### src/rtl/core/rrqs_pkg.sv
package rrqs_pkg;

  localparam int BURST_W = 16;
  localparam int RES_W   = 24;
  localparam int FRAC_W  = 8;

  localparam logic [1:0] FUNC_ADD      = 2'd0;
  localparam logic [1:0] FUNC_DISPATCH = 2'd1;
  localparam logic [1:0] FUNC_AVERAGE  = 2'd2;

  typedef enum logic [2:0] {
    ST_ADDED     = 3'd0,
    ST_ZERO      = 3'd1,
    ST_FULL      = 3'd2,
    ST_REQUEUED  = 3'd3,
    ST_COMPLETED = 3'd4,
    ST_EMPTY     = 3'd5,
    ST_AVERAGE   = 3'd6,
    ST_AVG_EMPTY = 3'd7
  } status_t;

  typedef struct packed {
    logic [1:0]         func;
    logic [BURST_W-1:0] burst_time;
  } in_item_t;

  typedef struct packed {
    status_t          status;
    logic [RES_W-1:0] result_value;
  } out_item_t;

  typedef struct packed {
    logic shift;
    logic load;
  } cell_ctl_t;

endpackage

### src/rtl/core/rrqs_cell.sv
module rrqs_cell
  import rrqs_pkg::*;
(
  input  logic               clk,
  input  cell_ctl_t          ctl,
  input  logic [BURST_W-1:0] load_data,
  input  logic [BURST_W-1:0] nbr_data,
  output logic [BURST_W-1:0] data_o
);

  logic [BURST_W-1:0] data_r;
  logic [BURST_W-1:0] data_nxt;

  always_comb begin
    priority if (ctl.load) begin
      data_nxt = load_data;
    end else if (ctl.shift) begin
      data_nxt = nbr_data;
    end else begin
      data_nxt = data_r;
    end
  end

  always_ff @(posedge clk) begin
    data_r <= data_nxt;
  end

  assign data_o = data_r;

endmodule

### src/rtl/core/rrqs_div.sv
module rrqs_div #(
  parameter int NUM_W = 30,
  parameter int DEN_W = 7
) (
  input  logic             clk,
  input  logic             rst_n,
  input  logic             start,
  input  logic [NUM_W-1:0] num,
  input  logic [DEN_W-1:0] den,
  output logic             busy,
  output logic [NUM_W-1:0] quot
);

  localparam int STEP_W = $clog2(NUM_W + 1);

  logic              busy_r;
  logic              busy_nxt;
  logic [STEP_W-1:0] step_r;
  logic [STEP_W-1:0] step_nxt;
  logic [NUM_W-1:0]  num_r;
  logic [NUM_W-1:0]  num_nxt;
  logic [DEN_W-1:0]  rem_r;
  logic [DEN_W-1:0]  rem_nxt;
  logic [DEN_W-1:0]  den_r;
  logic [DEN_W-1:0]  den_nxt;
  logic [DEN_W:0]    rem_sh;
  logic [DEN_W:0]    diff;
  logic              ge;

  assign rem_sh = {rem_r, num_r[NUM_W-1]};
  assign ge     = rem_sh >= {1'b0, den_r};
  assign diff   = rem_sh - {1'b0, den_r};

  always_comb begin
    busy_nxt = busy_r;
    step_nxt = step_r;
    num_nxt  = num_r;
    rem_nxt  = rem_r;
    den_nxt  = den_r;
    if (start) begin
      busy_nxt = 1'b1;
      step_nxt = STEP_W'(NUM_W);
      num_nxt  = num;
      rem_nxt  = '0;
      den_nxt  = den;
    end else if (busy_r) begin
      // one quotient bit per cycle
      num_nxt  = {num_r[NUM_W-2:0], ge};
      rem_nxt  = ge ? diff[DEN_W-1:0] : rem_sh[DEN_W-1:0];
      step_nxt = step_r - 1'b1;
      busy_nxt = (step_r != STEP_W'(1));
    end
  end

  always_ff @(posedge clk) begin
    if (!rst_n) begin
      busy_r <= 1'b0;
      step_r <= '0;
    end else begin
      busy_r <= busy_nxt;
      step_r <= step_nxt;
    end
  end

  always_ff @(posedge clk) begin
    num_r <= num_nxt;
    rem_r <= rem_nxt;
    den_r <= den_nxt;
  end

  assign busy = busy_r;
  assign quot = num_r;

endmodule

### src/rtl/core/round_robin_quantum_scheduler_core.sv
// channel | direction | handshake         | payload
// in      | input     | in_valid/in_stall   | in_item_t  (func, burst_time)
// out     | output    | out_valid/out_stall | out_item_t (status, result_value)
// cfg     | input     | cfg_we              | time_quantum
//
// add and dispatch: result loaded into the output register when the item is taken
// average: result from the serial divider, which yields one
//   quotient bit per cycle
// queue is a row of QUEUE_DEPTH cells shifting toward the head on dispatch
// synchronous active-low reset clears count, sum, quantum (to 1) and control
// a new item is taken only while idle and the output register is free or draining
module round_robin_quantum_scheduler_core
  import rrqs_pkg::*;
#(
  parameter int QUEUE_DEPTH = 64
) (
  input  logic               clk,
  input  logic               rst_n,
  input  logic               in_valid,
  output logic               in_stall,
  input  in_item_t           in_data,
  output logic               out_valid,
  input  logic               out_stall,
  output out_item_t          out_data,
  input  logic               cfg_we,
  input  logic [BURST_W-1:0] cfg_data
);

  localparam int CNT_W = $clog2(QUEUE_DEPTH + 1);
  localparam int SUM_W = $clog2(QUEUE_DEPTH * 65535 + 1);
  localparam int NUM_W = SUM_W + FRAC_W;

  typedef enum logic [0:0] {
    S_IDLE,
    S_DIV
  } state_t;

  state_t             state_r;
  state_t             state_nxt;
  logic [CNT_W-1:0]   count_r;
  logic [CNT_W-1:0]   count_nxt;
  logic [SUM_W-1:0]   sum_r;
  logic [SUM_W-1:0]   sum_nxt;
  logic [BURST_W-1:0] quantum_r;
  logic               out_valid_r;
  logic               out_valid_nxt;
  out_item_t          out_item_r;
  out_item_t          out_item_nxt;

  logic               out_free;
  logic               accept;
  logic               shift_en;
  logic               load_en;
  logic [CNT_W-1:0]   load_idx;
  logic [BURST_W-1:0] load_data;
  logic [BURST_W-1:0] head;
  logic [BURST_W-1:0] head_rem;
  logic               div_start;
  logic               div_busy;
  logic [NUM_W-1:0]   div_quot;

  logic [BURST_W-1:0] cell_data [QUEUE_DEPTH];
  logic [BURST_W-1:0] nbr_data  [QUEUE_DEPTH];
  cell_ctl_t          cell_ctl  [QUEUE_DEPTH];

  for (genvar i = 0; i < QUEUE_DEPTH; i++) begin : g_cell
    if (i == QUEUE_DEPTH - 1) begin : g_last
      assign nbr_data[i] = cell_data[i];
    end else begin : g_mid
      assign nbr_data[i] = cell_data[i+1];
    end
    assign cell_ctl[i].shift = shift_en;
    assign cell_ctl[i].load  = load_en && (load_idx == CNT_W'(i));
    rrqs_cell u_cell (
      .clk       (clk),
      .ctl       (cell_ctl[i]),
      .load_data (load_data),
      .nbr_data  (nbr_data[i]),
      .data_o    (cell_data[i])
    );
  end

  rrqs_div #(
    .NUM_W (NUM_W),
    .DEN_W (CNT_W)
  ) u_div (
    .clk   (clk),
    .rst_n (rst_n),
    .start (div_start),
    .num   ({sum_r, FRAC_W'(0)}),
    .den   (count_r),
    .busy  (div_busy),
    .quot  (div_quot)
  );

  assign head     = cell_data[0];
  assign head_rem = head - quantum_r;
  assign out_free = !out_valid_r || !out_stall;
  assign in_stall = !((state_r == S_IDLE) && out_free);
  assign accept   = in_valid && !in_stall;

  always_comb begin
    state_nxt     = state_r;
    count_nxt     = count_r;
    sum_nxt       = sum_r;
    out_valid_nxt = out_valid_r && out_stall;
    out_item_nxt  = out_item_r;
    shift_en      = 1'b0;
    load_en       = 1'b0;
    load_idx      = count_r;
    load_data     = in_data.burst_time;
    div_start     = 1'b0;
    unique case (state_r)
      S_IDLE: begin
        if (accept) begin
          out_valid_nxt             = 1'b1;
          out_item_nxt.result_value = '0;
          unique case (in_data.func)
            FUNC_ADD: begin
              priority if (in_data.burst_time == '0) begin
                out_item_nxt.status = ST_ZERO;
              end else if (count_r >= CNT_W'(QUEUE_DEPTH)) begin
                out_item_nxt.status = ST_FULL;
              end else begin
                load_en             = 1'b1;
                count_nxt           = count_r + 1'b1;
                sum_nxt             = sum_r + SUM_W'(in_data.burst_time);
                out_item_nxt.status = ST_ADDED;
              end
            end
            FUNC_DISPATCH: begin
              priority if (count_r == '0) begin
                out_item_nxt.status = ST_EMPTY;
              end else if (head > quantum_r) begin
                shift_en                  = 1'b1;
                load_en                   = 1'b1;
                load_idx                  = count_r - 1'b1;
                load_data                 = head_rem;
                sum_nxt                   = sum_r - SUM_W'(quantum_r);
                out_item_nxt.status       = ST_REQUEUED;
                out_item_nxt.result_value = RES_W'(quantum_r);
              end else begin
                shift_en                  = 1'b1;
                count_nxt                 = count_r - 1'b1;
                sum_nxt                   = sum_r - SUM_W'(head);
                out_item_nxt.status       = ST_COMPLETED;
                out_item_nxt.result_value = RES_W'(head);
              end
            end
            default: begin
              if (count_r == '0) begin
                out_item_nxt.status = ST_AVG_EMPTY;
              end else begin
                out_valid_nxt = out_valid_r && out_stall;
                out_item_nxt  = out_item_r;
                div_start     = 1'b1;
                state_nxt     = S_DIV;
              end
            end
          endcase
        end
      end
      S_DIV: begin
        if (!div_busy && out_free) begin
          out_valid_nxt             = 1'b1;
          out_item_nxt.status       = ST_AVERAGE;
          out_item_nxt.result_value = div_quot[RES_W-1:0];
          state_nxt                 = S_IDLE;
        end
      end
      default: begin
        state_nxt = S_IDLE;
      end
    endcase
  end

  always_ff @(posedge clk) begin
    if (!rst_n) begin
      state_r     <= S_IDLE;
      count_r     <= '0;
      sum_r       <= '0;
      quantum_r   <= BURST_W'(1);
      out_valid_r <= 1'b0;
    end else begin
      state_r     <= state_nxt;
      count_r     <= count_nxt;
      sum_r       <= sum_nxt;
      out_valid_r <= out_valid_nxt;
      if (cfg_we) begin
        quantum_r <= cfg_data;
      end
    end
  end

  always_ff @(posedge clk) begin
    out_item_r <= out_item_nxt;
  end

  assign out_valid = out_valid_r;
  assign out_data  = out_item_r;

endmodule

### config.mk
export PLATFORM = sky130hd
export DESIGN_NAME = round_robin_quantum_scheduler_core
export DESIGN_NICKNAME = d
export VERILOG_FILES = /design/src/rtl/core/rrqs_pkg.sv /design/src/rtl/core/rrqs_cell.sv /design/src/rtl/core/rrqs_div.sv /design/src/rtl/core/round_robin_quantum_scheduler_core.sv
export SDC_FILE = /design/constraint.sdc
export NUM_CORES = 2
export LEC_CHECK = 0
export CELL_PAD_IN_SITES_DETAIL_PLACEMENT = 2
export CELL_PAD_IN_SITES_GLOBAL_PLACEMENT = 2
export CORE_ASPECT_RATIO = 0.5
export CORE_MARGIN = 10
export CORE_UTILIZATION = 52
export DETAILED_ROUTE_END_ITERATION = 7
export DONT_BUFFER_PORTS = 1
export MAX_ROUTING_LAYER = met4
export PLACE_DENSITY_LB_ADDON = 0.1
export SETUP_SLACK_MARGIN = 0.4
export SYNTH_ARGS = -nofsm -noshare
export SYNTH_HDL_FRONTEND = slang
export SYNTH_SLANG_ARGS = --single-unit
### constraint.sdc
create_clock -name clk -period 10.5 [get_ports clk]
set_input_delay 0.525 -clock clk [delete_from_list [all_inputs] [get_ports clk]]
set_output_delay 0.525 -clock clk [all_outputs]
set_load 0.1 [all_outputs]
==> flow_metrics.tcl <==
set metrics [dict create \
    status "complete, no violations" \
    hold_slack_ps 11.7 \
    worstReg2RegStart "count_r[0]" \
    finalSetupViolCount 0 \
    syn-cell-area_um2 52100 \
    fillers 8507 \
    fmax_mhz 140 \
    ant_nets 0 \
    wl_per_cell_um 37.7 \
    insertion_delay_ps 760 \
    place_hpwl_um 94300 \
    finalHoldViolations 0 \
    ys_types 69 \
    synth_most_common_cell "edfxtp_1" \
    syn_avg_cell_area_um2 15.6 \
    gp_congestion 0.911 \
    nets 3393 \
    cts-root-buf "clkbuf_16" \
    final_util_pct 57.8 \
    synthCells 3345 \
    synth_edf_count 1080 \
    slew_violations 0 \
    grt_pass1_wl_um 258000 \
    avgViaCountPerCell 6.55 \
    synth_top_area_share_pct 62.3 \
    core_um2 98500 \
    cp_top_family "simple AND/OR/NAND/NOR gates" \
    power.density_nw_per_um2 180 \
    path_class "flop to flop" \
    drv_cap 0 \
    synth_commonest_cells "1080 x edfxtp_1, 975 x mux2_2, 223 x nand2_1" \
    critical_path.endpoint "g_cell[37].u_cell.data_o[1]" \
    synth_fp_nets 3437 \
    io_buffers 0 \
    fin_ws_ps 3350 \
    core.rowCount 81 \
    grt_pass1_vias 32700 \
    routed_wl_um 178000 \
    r2r_cells 11 \
    area_delta_synth_final_pct 9.42 \
    path_cells "inv_1, ha_1, and4b_1, nor3_2, nand2_1, a21oi_1, buf_4, mux2i_1, nor2_1, nand2_1, nand2_1" \
    startpoint "count_r[0]" \
    critPathLaunchType "flop" \
    worstPathArrival_ps 7520 \
    drt_iter0_drc 3656 \
    crit_fanout 17 \
    final.setup.tns_ps 0 \
    clk_pin_slew_ps 70 \
    yosysSeqAreaShare_pct 64.9 \
    preCtsSetupSlack_ps 4270 \
    critical_path.max_stage_delay_ps 1060 \
    cpMostUsedCell "nand2_1" \
    first_pass_iters 5 \
    gr-total-overflow 0 \
    period_share_pct 68.1 \
    vdd_drop_max_uv 138 \
    initial_core_util_pct 52.8 \
    die_w_um 467 \
    grt_use_total_pct 31.7 \
    end_kind "flop" \
    cp_data_required_time_ps 10870 \
    numCtsBuffers 103 \
    htreeDepth 3 \
    cts_tree "built" \
    tightest_slew_ps 1340 \
    fin_crit_ps 7150 \
    crit_slowest_cell "nor2_1" \
    netlist_top_cells_area "edfxtp_1 62%, mux2_2 21%, dfxtp_1 2.6%" \
    grt_antenna_before_repair 5 \
    synth-async-reset-ratio_pct 0 \
    io_pins 68 \
    cts_resized 0 \
    yosysWarnings 0 \
    maxSlewHeadroom_pct 10.7 \
    rsz0062_at_grt "no" \
    die-area_um2 114000 \
    ys_seq_elements 1148 \
    cp_num_cells 11 \
    cp_num_buf_inv 2 \
    synthFlopType "edfxtp_1" \
    clkSinkCount 1148 \
    num_vias 30900 \
    synth_top_area_cell "edfxtp_1" \
    skew_ps 47.0 \
    p_leak_uw 0.0190 \
    drive_gt1_share_pct 37.6 \
    die_h_um 244 \
    r2r-end "g_cell[37].u_cell.data_o[1]" \
    cts_buffer_depth 3 \
    grt_max_degree 66 \
    holdCritPathClass "input pin to flop" \
    route.detailed.drc 0 \
    hp-start "cfg_we" \
    rrSetupSlack_ps 3350 \
]
[layout make-up]
type	instances	area [um2]	share of cell area, %
sequential	1148	33800	59.3
multi-input combinational	1927	17300	30.4
clock buffer	124	2700	4.74
tap	1328	1660	2.92
clock inverter	66	672	1.18
timing repair buffer	77	628	1.10
inverter	44	165	0.290
antenna	6	15.0	0.0264
[cell families after synthesis]
kind of cell | synth area share (%)
AND/OR/NAND/NOR | 4.56
buffers and inverters | 2.28
flip-flops | 64.9
XOR/XNOR | 0.892
multiplexers | 22.7
adder cells (fa/ha/maj) | 1.32
AO/OA/AOI/OAI | 3.32
[metrics by stage]
| stage | instances | power [uW] | area [um2] |
|---|---|---|---|
| final | 4720 | 10300 | 57000 |
| after CTS | 4714 | 10300 | 56900 |
| after global routing | 4719 | 10500 | 57000 |
| after floorplan | 3345 | 5830 | 52100 |
| after detailed placement | 4511 | 6140 | 53400 |
| after global placement | 4511 | 6060 | 53400 |
[worst reg2reg max path, delay by kind of cell (launching register included)]
family	cells	cell delay [ps]
buffers and inverters	2	670
AND/OR/NAND/NOR	6	4080
adder cells (fa/ha/maj)	1	300
AO/OA/AOI/OAI	1	850
flip-flops	1	660
multiplexers	1	230
[worst min-delay path by stage]
stage	end	slack, ps	cells after the start
finish	quantum_r[0]	10	2
global placement	u_div.rem_r[6]	460	2
detailed placement	u_div.rem_r[6]	470	2
CTS	quantum_r[5]	3	2
floorplan	u_div.den_r[3]	400	0
global route	quantum_r[0]	10	2
[cells in the final DEF, fill, tap and decap left out, types with 13 or more instances in the layout]
cell,instances
a21boi_0,15
a21o_1,14
a21oi_1,49
and2_1,21
buf_4,64
bufinv_16,13
clkbuf_1,19
clkbuf_16,105
clkinv_1,29
clkinv_2,16
dfxtp_1,67
edfxtp_1,1080
ha_1,50
inv_1,44
mux2_1,34
mux2_2,975
mux2i_1,47
nand2_1,222
nand3_1,16
nor2_1,67
nor2_2,18
nor2b_1,25
nor3_1,15
o21ai_0,88
o21ai_1,30
o21ai_4,13
xnor2_1,39
xor2_1,14
[flip-flops by register name (all words and copies together) (netlist names)]
register              count
u_div.step_r              5
sum_r                    22
quantum_r                16
out_valid                 1
count_r                   7
u_div.rem_r               7
out_data                 27
g_cell.u_cell.data_o   1024
u_div.busy                1
u_div.quot               30
state_r                   1
u_div.den_r               7
[power breakdown]
part / internal [uW] / leakage, uW / switching (uW)
combinational: 238 / 0.00698 / 582
sequential: 5130 / 0.0103 / 176
clock: 2160 / 0.00163 / 1970
[layer usage]
metal | up-vias | global-route usage, % | part of all wire [%]
li1 | 12600 | - | -
met1 | 16500 | 41.0 | 41
met2 | 1484 | 51.3 | 49
met3 | 331 | 5.38 | 6.9
met4 | 0 | 9.75 | 3.3
met5 | - | - | 0
[repair_timing]
| item | in CTS | in global routing |
|---|---|---|
| buffers inserted | 0 | 0 |
| hold buffers | 13 | 0 |
| hold endpoints to repair | 53 | 0 |
(Power assumes the default switching activity.)
